<file path="config.mk">
export PLATFORM = sky130hd
export DESIGN_NAME = dns_name_label_encoder_unit
export DESIGN_NICKNAME = d
export VERILOG_FILES = /design/src/hdl/dnle_pkg.sv /design/src/hdl/dns_name_label_encoder_unit.sv /design/src/hdl/dnle_front.sv /design/src/hdl/dnle_back.sv
export SDC_FILE = /design/constraint.sdc
export NUM_CORES = 1
export LEC_CHECK = 0
export ABC_AREA = 1
export BUFFER_PORTS_ARGS = -buffer_cell sky130_fd_sc_hd__buf_2
export CAP_MARGIN = 40
export CORE_UTILIZATION = 50
export CTS_BUF_LIST = sky130_fd_sc_hd__clkbuf_2 sky130_fd_sc_hd__clkbuf_4 sky130_fd_sc_hd__clkbuf_8
export DETAILED_ROUTE_END_ITERATION = 10
export PLACE_DENSITY = 0.61
export SLEW_MARGIN = 20
export SYNTH_ARGS = -nofsm -noshare
export SYNTH_HDL_FRONTEND = slang
export SYNTH_SLANG_ARGS = --single-unit
export TNS_END_PERCENT = 5
</file>
<file path="constraint.sdc">
create_clock -name clk -period 3.2 [get_ports clk]
set_input_delay 0.8 -clock clk [delete_from_list [all_inputs] [get_ports clk]]
set_output_delay 0.8 -clock clk [all_outputs]
set_load 0.01 [all_outputs]
</file>
<file path="src/hdl/dnle_pkg.sv">
// dnle_pkg: shared types and constants of the dns name label encoder
// used by dnle_front, dnle_back, the top level and the checker; no dependencies

package dnle_pkg;

  // label limits
  localparam int MAX_LABEL   = 63;
  localparam int STORE_DEPTH = 63;
  localparam int CNT_W       = 6;

  // character that closes a label
  localparam logic [7:0] DOT_CHAR = 8'h2E;

  // command queue between front and back
  localparam int QUEUE_DEPTH = 2;
  localparam int QPTR_W      = 1;

  // kind of work the back part carries out for one item
  typedef enum logic [1:0] {
    CMD_STORE = 2'd0,
    CMD_DOT   = 2'd1,
    CMD_END   = 2'd2
  } cmd_kind_t;

  typedef struct packed {
    cmd_kind_t  kind;
    logic [7:0] ch;
  } cmd_t;

  // back part sequencer
  typedef enum logic [1:0] {
    ST_IDLE = 2'd0,
    ST_LEN  = 2'd1,
    ST_RD   = 2'd2,
    ST_CH   = 2'd3
  } back_state_t;

  // one encoded result item
  typedef struct packed {
    logic       too_long;
    logic       term;
    logic       last;
    logic [7:0] data;
  } result_t;

endpackage

</file>
<file path="src/hdl/dns_name_label_encoder_unit.sv">
// dns_name_label_encoder_unit: top level of the dns name label encoder
// depends on dnle_pkg, dnle_front and dnle_back

// Encodes a dotted host name, fed one character per item, into DNS wire
// format. Characters other than a dot are stored; a dot emits the label's
// length byte followed by its characters (tlast on the last byte of the item);
// an item with s_tuser set emits the zero terminator and drops any characters
// stored since the last dot. Labels beyond 63 characters are cut to 63 and
// flagged on their length byte. An item enters a two-entry command queue;
// the back end stores a plain character, emits the terminator for an end
// item, and for a dot emits the length byte and then each stored character,
// which is read through the store's registered read port before it is loaded
// into the output register. The queue takes new items while the back end
// emits a label, until both entries are full; output back-pressure stalls it.

module dns_name_label_encoder_unit (
  input  logic       clk,
  input  logic       rst,
  input  logic       s_tvalid,
  output logic       s_tready,
  input  logic [7:0] s_tdata,   // [7:0] in_char
  input  logic       s_tuser,   // [0] name_end
  output logic       m_tvalid,
  input  logic       m_tready,
  output logic [7:0] m_tdata,   // [7:0] out_byte
  output logic       m_tlast,
  output logic [1:0] m_tuser    // [0] is_terminator, [1] label_too_long
);

  logic               cmd_valid;
  logic               cmd_ready;
  dnle_pkg::cmd_t     cmd;
  dnle_pkg::result_t  res;

  // item intake and classification
  dnle_front u_front (
    .clk       (clk),
    .rst       (rst),
    .in_valid  (s_tvalid),
    .in_ready  (s_tready),
    .in_char   (s_tdata),
    .name_end  (s_tuser),
    .cmd_valid (cmd_valid),
    .cmd_ready (cmd_ready),
    .cmd       (cmd)
  );

  // label store and emission
  dnle_back u_back (
    .clk       (clk),
    .rst       (rst),
    .cmd_valid (cmd_valid),
    .cmd_ready (cmd_ready),
    .cmd       (cmd),
    .res_valid (m_tvalid),
    .res_ready (m_tready),
    .res       (res)
  );

  assign m_tdata = res.data;
  assign m_tlast = res.last;
  assign m_tuser = {res.too_long, res.term};

endmodule

</file>
<file path="src/hdl/dnle_front.sv">
// dnle_front: accepts input items, classifies them and queues commands
// depends on dnle_pkg

module dnle_front (
  input  logic          clk,
  input  logic          rst,
  input  logic          in_valid,
  output logic          in_ready,
  input  logic [7:0]    in_char,
  input  logic          name_end,
  output logic          cmd_valid,
  input  logic          cmd_ready,
  output dnle_pkg::cmd_t cmd
);

  dnle_pkg::cmd_t                  queue [dnle_pkg::QUEUE_DEPTH];
  logic [dnle_pkg::QPTR_W-1:0]     wr_ptr;
  logic [dnle_pkg::QPTR_W-1:0]     rd_ptr;
  logic [dnle_pkg::QPTR_W:0]       fill;
  dnle_pkg::cmd_t                  cmd_in;
  logic                            push;
  logic                            pop;

  // classify the incoming item
  always_comb begin
    cmd_in.ch = in_char;
    if (name_end) begin
      cmd_in.kind = dnle_pkg::CMD_END;
    end else if (in_char == dnle_pkg::DOT_CHAR) begin
      cmd_in.kind = dnle_pkg::CMD_DOT;
    end else begin
      cmd_in.kind = dnle_pkg::CMD_STORE;
    end
  end

  assign in_ready  = (fill != (dnle_pkg::QPTR_W+1)'(dnle_pkg::QUEUE_DEPTH));
  assign cmd_valid = (fill != '0);
  assign push      = in_valid && in_ready;
  assign pop       = cmd_valid && cmd_ready;
  assign cmd       = queue[rd_ptr];

  // queue pointers and fill level
  always_ff @(posedge clk) begin
    if (rst) begin
      wr_ptr <= '0;
      rd_ptr <= '0;
      fill   <= '0;
    end else begin
      if (push) wr_ptr <= wr_ptr + 1'b1;
      if (pop)  rd_ptr <= rd_ptr + 1'b1;
      case ({push, pop})
        2'b10:   fill <= fill + 1'b1;
        2'b01:   fill <= fill - 1'b1;
        default: fill <= fill;
      endcase
    end
  end

  // queue entries
  always_ff @(posedge clk) begin
    if (push) queue[wr_ptr] <= cmd_in;
  end

endmodule

</file>
<file path="src/hdl/dnle_back.sv">
// dnle_back: label store, read-out sequencer and output register
// depends on dnle_pkg

module dnle_back (
  input  logic                clk,
  input  logic                rst,
  input  logic                cmd_valid,
  output logic                cmd_ready,
  input  dnle_pkg::cmd_t      cmd,
  output logic                res_valid,
  input  logic                res_ready,
  output dnle_pkg::result_t   res
);

  logic [7:0]                  label_store [dnle_pkg::STORE_DEPTH];
  logic [7:0]                  rd_data;
  logic [dnle_pkg::CNT_W-1:0]  label_count;
  logic                        label_overflow;
  logic [dnle_pkg::CNT_W-1:0]  idx;
  dnle_pkg::back_state_t       state;
  dnle_pkg::back_state_t       state_next;
  dnle_pkg::result_t           res_next;
  logic                        out_free;
  logic                        out_load;
  logic                        store_we;
  logic                        set_ovf;
  logic                        clr_label;
  logic                        idx_clr;
  logic                        idx_inc;
  logic                        ch_last;
  logic                        full;

  assign out_free = !res_valid || res_ready;
  assign full     = (label_count == dnle_pkg::CNT_W'(dnle_pkg::MAX_LABEL));
  assign ch_last  = (({1'b0, idx} + 7'd1) == {1'b0, label_count});

  // next state
  always_comb begin
    state_next = state;
    case (state)
      dnle_pkg::ST_IDLE: begin
        if (cmd_valid && cmd.kind == dnle_pkg::CMD_DOT) state_next = dnle_pkg::ST_LEN;
      end
      dnle_pkg::ST_LEN: begin
        if (out_free) begin
          state_next = (label_count == '0) ? dnle_pkg::ST_IDLE : dnle_pkg::ST_RD;
        end
      end
      dnle_pkg::ST_RD: begin
        state_next = dnle_pkg::ST_CH;
      end
      dnle_pkg::ST_CH: begin
        if (out_free) state_next = ch_last ? dnle_pkg::ST_IDLE : dnle_pkg::ST_RD;
      end
      default: state_next = dnle_pkg::ST_IDLE;
    endcase
  end

  // outputs of the sequencer
  always_comb begin
    cmd_ready = 1'b0;
    store_we  = 1'b0;
    set_ovf   = 1'b0;
    clr_label = 1'b0;
    out_load  = 1'b0;
    idx_clr   = 1'b0;
    idx_inc   = 1'b0;
    res_next  = '0;
    case (state)
      dnle_pkg::ST_IDLE: begin
        if (cmd_valid) begin
          case (cmd.kind)
            dnle_pkg::CMD_STORE: begin
              cmd_ready = 1'b1;
              store_we  = !full;
              set_ovf   = full;
            end
            dnle_pkg::CMD_DOT: begin
              cmd_ready = 1'b1;
            end
            dnle_pkg::CMD_END: begin
              if (out_free) begin
                cmd_ready     = 1'b1;
                out_load      = 1'b1;
                clr_label     = 1'b1;
                res_next.last = 1'b1;
                res_next.term = 1'b1;
              end
            end
            default: cmd_ready = 1'b1;
          endcase
        end
      end
      dnle_pkg::ST_LEN: begin
        if (out_free) begin
          out_load          = 1'b1;
          idx_clr           = 1'b1;
          res_next.data     = {{(8-dnle_pkg::CNT_W){1'b0}}, label_count};
          res_next.last     = (label_count == '0);
          res_next.too_long = label_overflow;
          clr_label         = (label_count == '0);
        end
      end
      dnle_pkg::ST_CH: begin
        if (out_free) begin
          out_load      = 1'b1;
          idx_inc       = 1'b1;
          res_next.data = rd_data;
          res_next.last = ch_last;
          clr_label     = ch_last;
        end
      end
      default: begin
      end
    endcase
  end

  // control registers
  always_ff @(posedge clk) begin
    if (rst) begin
      state          <= dnle_pkg::ST_IDLE;
      label_count    <= '0;
      label_overflow <= 1'b0;
      res_valid      <= 1'b0;
    end else begin
      state <= state_next;
      if (clr_label) begin
        label_count    <= '0;
        label_overflow <= 1'b0;
      end else begin
        if (store_we) label_count <= label_count + 1'b1;
        if (set_ovf)  label_overflow <= 1'b1;
      end
      if (out_load) begin
        res_valid <= 1'b1;
      end else if (res_ready) begin
        res_valid <= 1'b0;
      end
    end
  end

  // read index and output payload
  always_ff @(posedge clk) begin
    if (idx_clr) begin
      idx <= '0;
    end else if (idx_inc) begin
      idx <= idx + 1'b1;
    end
    if (out_load) res <= res_next;
  end

  // label store, one write and one registered read port
  always_ff @(posedge clk) begin
    if (store_we) label_store[label_count] <= cmd.ch;
    rd_data <= label_store[idx];
  end

endmodule

</file>
==> impl_results.md <==
- Outcome: complete, no violations
- Final core occ: 0.569
- Synth unique cells: 40
- Fin area: 26400 um^2
- Initial antenna violation count: 0
- Crit path kind: reg2reg
- Wire length per cell: 20.6 um
- Pwr per Cell Area: 781 nW/um^2
- # fillers: 3990
- Pin count of the biggest net entering global routing: 120
- Inserted Clock Buffers: 92
- TNS Setup: 0 ns
- # rows: 79
- Ranking of synthesized cells by area: edfxtp_1, nand2_1, nor2_1
- Routed vias: 15800
- Cell with the most instances after synthesis: edfxtp_1
- Sequential element share of the synthesized area: 0.709
- Area occupied by multi-input gates: 5840 um^2
- Final setup vio count: 0
- Post-route ant nets: 0
- I/O Pins: 26
- Setup crit start kind: flip-flop
- Top cells by count, synth: edfxtp_1, nand2_1, nor2_1
- Setup ws final: 0.389 ns
- Slew Viols, Final: 0
- Measured slew at the worst slew-check pin: 0.864 ns
- Ys async rst share: 0
- Synth-to-Final Area Change: 12.5%
- Clock Skews: 0.0237 ns
- CTS sink count: 564
- Pre-CTS setup slack: 0.428 ns
- Slew headroom: 0.424
- CTS tree: yes
- Max Freq: 356 MHz
- DP HPWL: 34600 um
- Vias per cell: 5.49
- Clock latency on the worst-skew pair: 0.68 ns
- Remaining routing DRC violations: 0
- Post_cts resized: 0
- Crit path max fanout: 10
- Post-synth top area share: 0.684
- Post-Synthesis Net Count: 2136
- Critical Path RT: 3.50 ns
- Drt initial violations: 1625
- Clock Tree Buf Depth: 3
- Routability cong.: 0.896
- Core area: 46500 um^2
- IO buf count: 25
- Register area: 16700 um^2
- Peak VDD IR: 0.511 mV
- Share of cells above drive strength 1: 0.122
- Warnings from Yosys: 0
- RSZ-0062 raised after global routing: no
- Global-route wire length before repair: 89800 um
- Vias in the first global route: 15300
- Die X-Extent: 219 um
- Die H: 219 um
- Prevailing post-synth register cell: edfxtp_1
- Path depth of the worst reg2reg path: 10
- Crit path time final: 2.81 ns
- Routed wire length: 59400 um
- Post-Syn Instances: 2119
- WP data arrival: 3.11 ns
- Fin. Hold Viols: 0
- Hold_buf cts: 0
- Crit share post-route: 0.878
- Placed inst area: 24500 um^2
- Pleak: 0.00979 uW
- Htree depth: 3
- CTS Root Cell: clkbuf_8
- Hold Crit Depth: 1
- Synth area leader: edfxtp_1
- Post-Syn Area per Cell: 11.1 um^2
- Iteration count of the initial detailed-routing pass: 6
- Post-CTS Repair Setup Buffers: 0
- Crit. End Element: flip-flop
- # Max-Cap Violations: 0
- Clock transition at path regs: 0.06 ns
- Die ar.: 47800 um^2
- Overflow left after global routing: 0
- Ant. Diodes: 0
- GRT Resource Usage Total: 0.254
- Worst hold path class: in2reg
- Number of synthesized flops with an enable pin: 535
- Synth Register Bits: 564
- Initial Util: 0.506
- Cell Area, Synth: 23500 um^2
- Nets: 2218
==> critical path: stages (launching register included) <==
cell and delay, ns:
dfxtp_1 0.35, buf_4 0.19, nand2_1 0.07, o21ai_0 0.13, inv_1 0.15, nand3_4 0.11
nor2_8 0.20, inv_4 0.08, nor2_4 0.13, nand3_2 0.33, nor2_1 0.67
==> placed cells by master (no fill, tap or decap), types with 3 or more instances in the layout <==
cell	synthesis	final
xor2_1	5	5
a21oi_1	13	13
mux2_2	8	8
o21ai_1	4	4
clkinv_1	1	23
nand3_1	220	220
o21ai_0	158	158
ha_1	4	4
clkinv_2	0	11
buf_12	0	11
nand3_2	3	3
nor3_1	3	3
dfxtp_1	29	26
edfxtp_1	535	535
bufinv_16	0	6
clkbuf_4	0	25
inv_2	5	4
buf_4	9	62
inv_1	117	116
o211ai_1	29	29
clkinvlp_4	0	4
clkbuf_8	0	95
buf_2	57	25
nor2_1	361	361
nand2_2	6	6
nand2_1	487	487
==> layout make-up <==
type | count | share of cell area
clock buffers | 120 | 0.0566
clock inverters | 44 | 0.0135
inverters | 124 | 0.0180
multi-input cells | 1320 | 0.221
flip-flops and latches | 564 | 0.630
well taps | 607 | 0.0287
repair buffers | 99 | 0.0317
==> cell families after synthesis <==
family                   share of synthesized area
AO/OA/AOI/OAI                               0.0484
XOR/XNOR                                   0.00224
adder cells (fa/ha/maj)                    0.00213
buffers and inverters                       0.0428
flip-flops                                   0.709
multiplexers                               0.00384
AND/OR/NAND/NOR                              0.192
==> flip-flops by register name (all words and copies together) (netlist names), named ones only <==
register and count:
u_back.label_store 504, u_back.res_valid 1, u_back.state 2, u_back.idx 6
u_front.wr_ptr 1, u_back.res 11, u_front.queue 20, u_front.rd_ptr 1
u_back.label_overflow 1, u_back.rd_data 8, u_back.label_count 6, u_front.fill 2
==> per-layer routing <==
layer / GRT usage / share of wire / routed length [um] / vias up
li1: - / - / - / 7407
met1: 0.347 / 0.44 / 25800 / 7652
met4: 0.0845 / 0.027 / 1600 / 0
met2: 0.404 / 0.47 / 27700 / 621
met5: 0 / 0 / 0 / -
met3: 0.0529 / 0.072 / 4280 / 122
==> where the power goes <==
group | switching (uW) | internal, uW
Combinational | 3860 | 1430
Sequential | 141 | 8850
Clock | 2820 | 3530
==> through the flow <==
stage	hold WS, ns	power [uW]	cells
after CTS	0.271	20700	2876
after global routing	0.285	21600	2878
after detailed placement	0.507	14400	2712
after global placement	0.509	14300	2710
after floorplan	0.452	12500	2119
final	0.323	20600	2878
==> worst paths after layout <==
| kind | start | end | slack [ns] |
|---|---|---|---|
| setup / recovery | flip-flop | u_back.label_store[53][1] | 0.39 |
| hold / removal | s_tdata[4] | u_front.queue[0][4] | 0.32 |
| setup reg to reg | flip-flop | u_back.label_store[53][1] | 0.39 |
| hold reg to reg | u_back.rd_data[2] | u_back.res[2] | 0.52 |
Power figures use the tool's default switching activity.
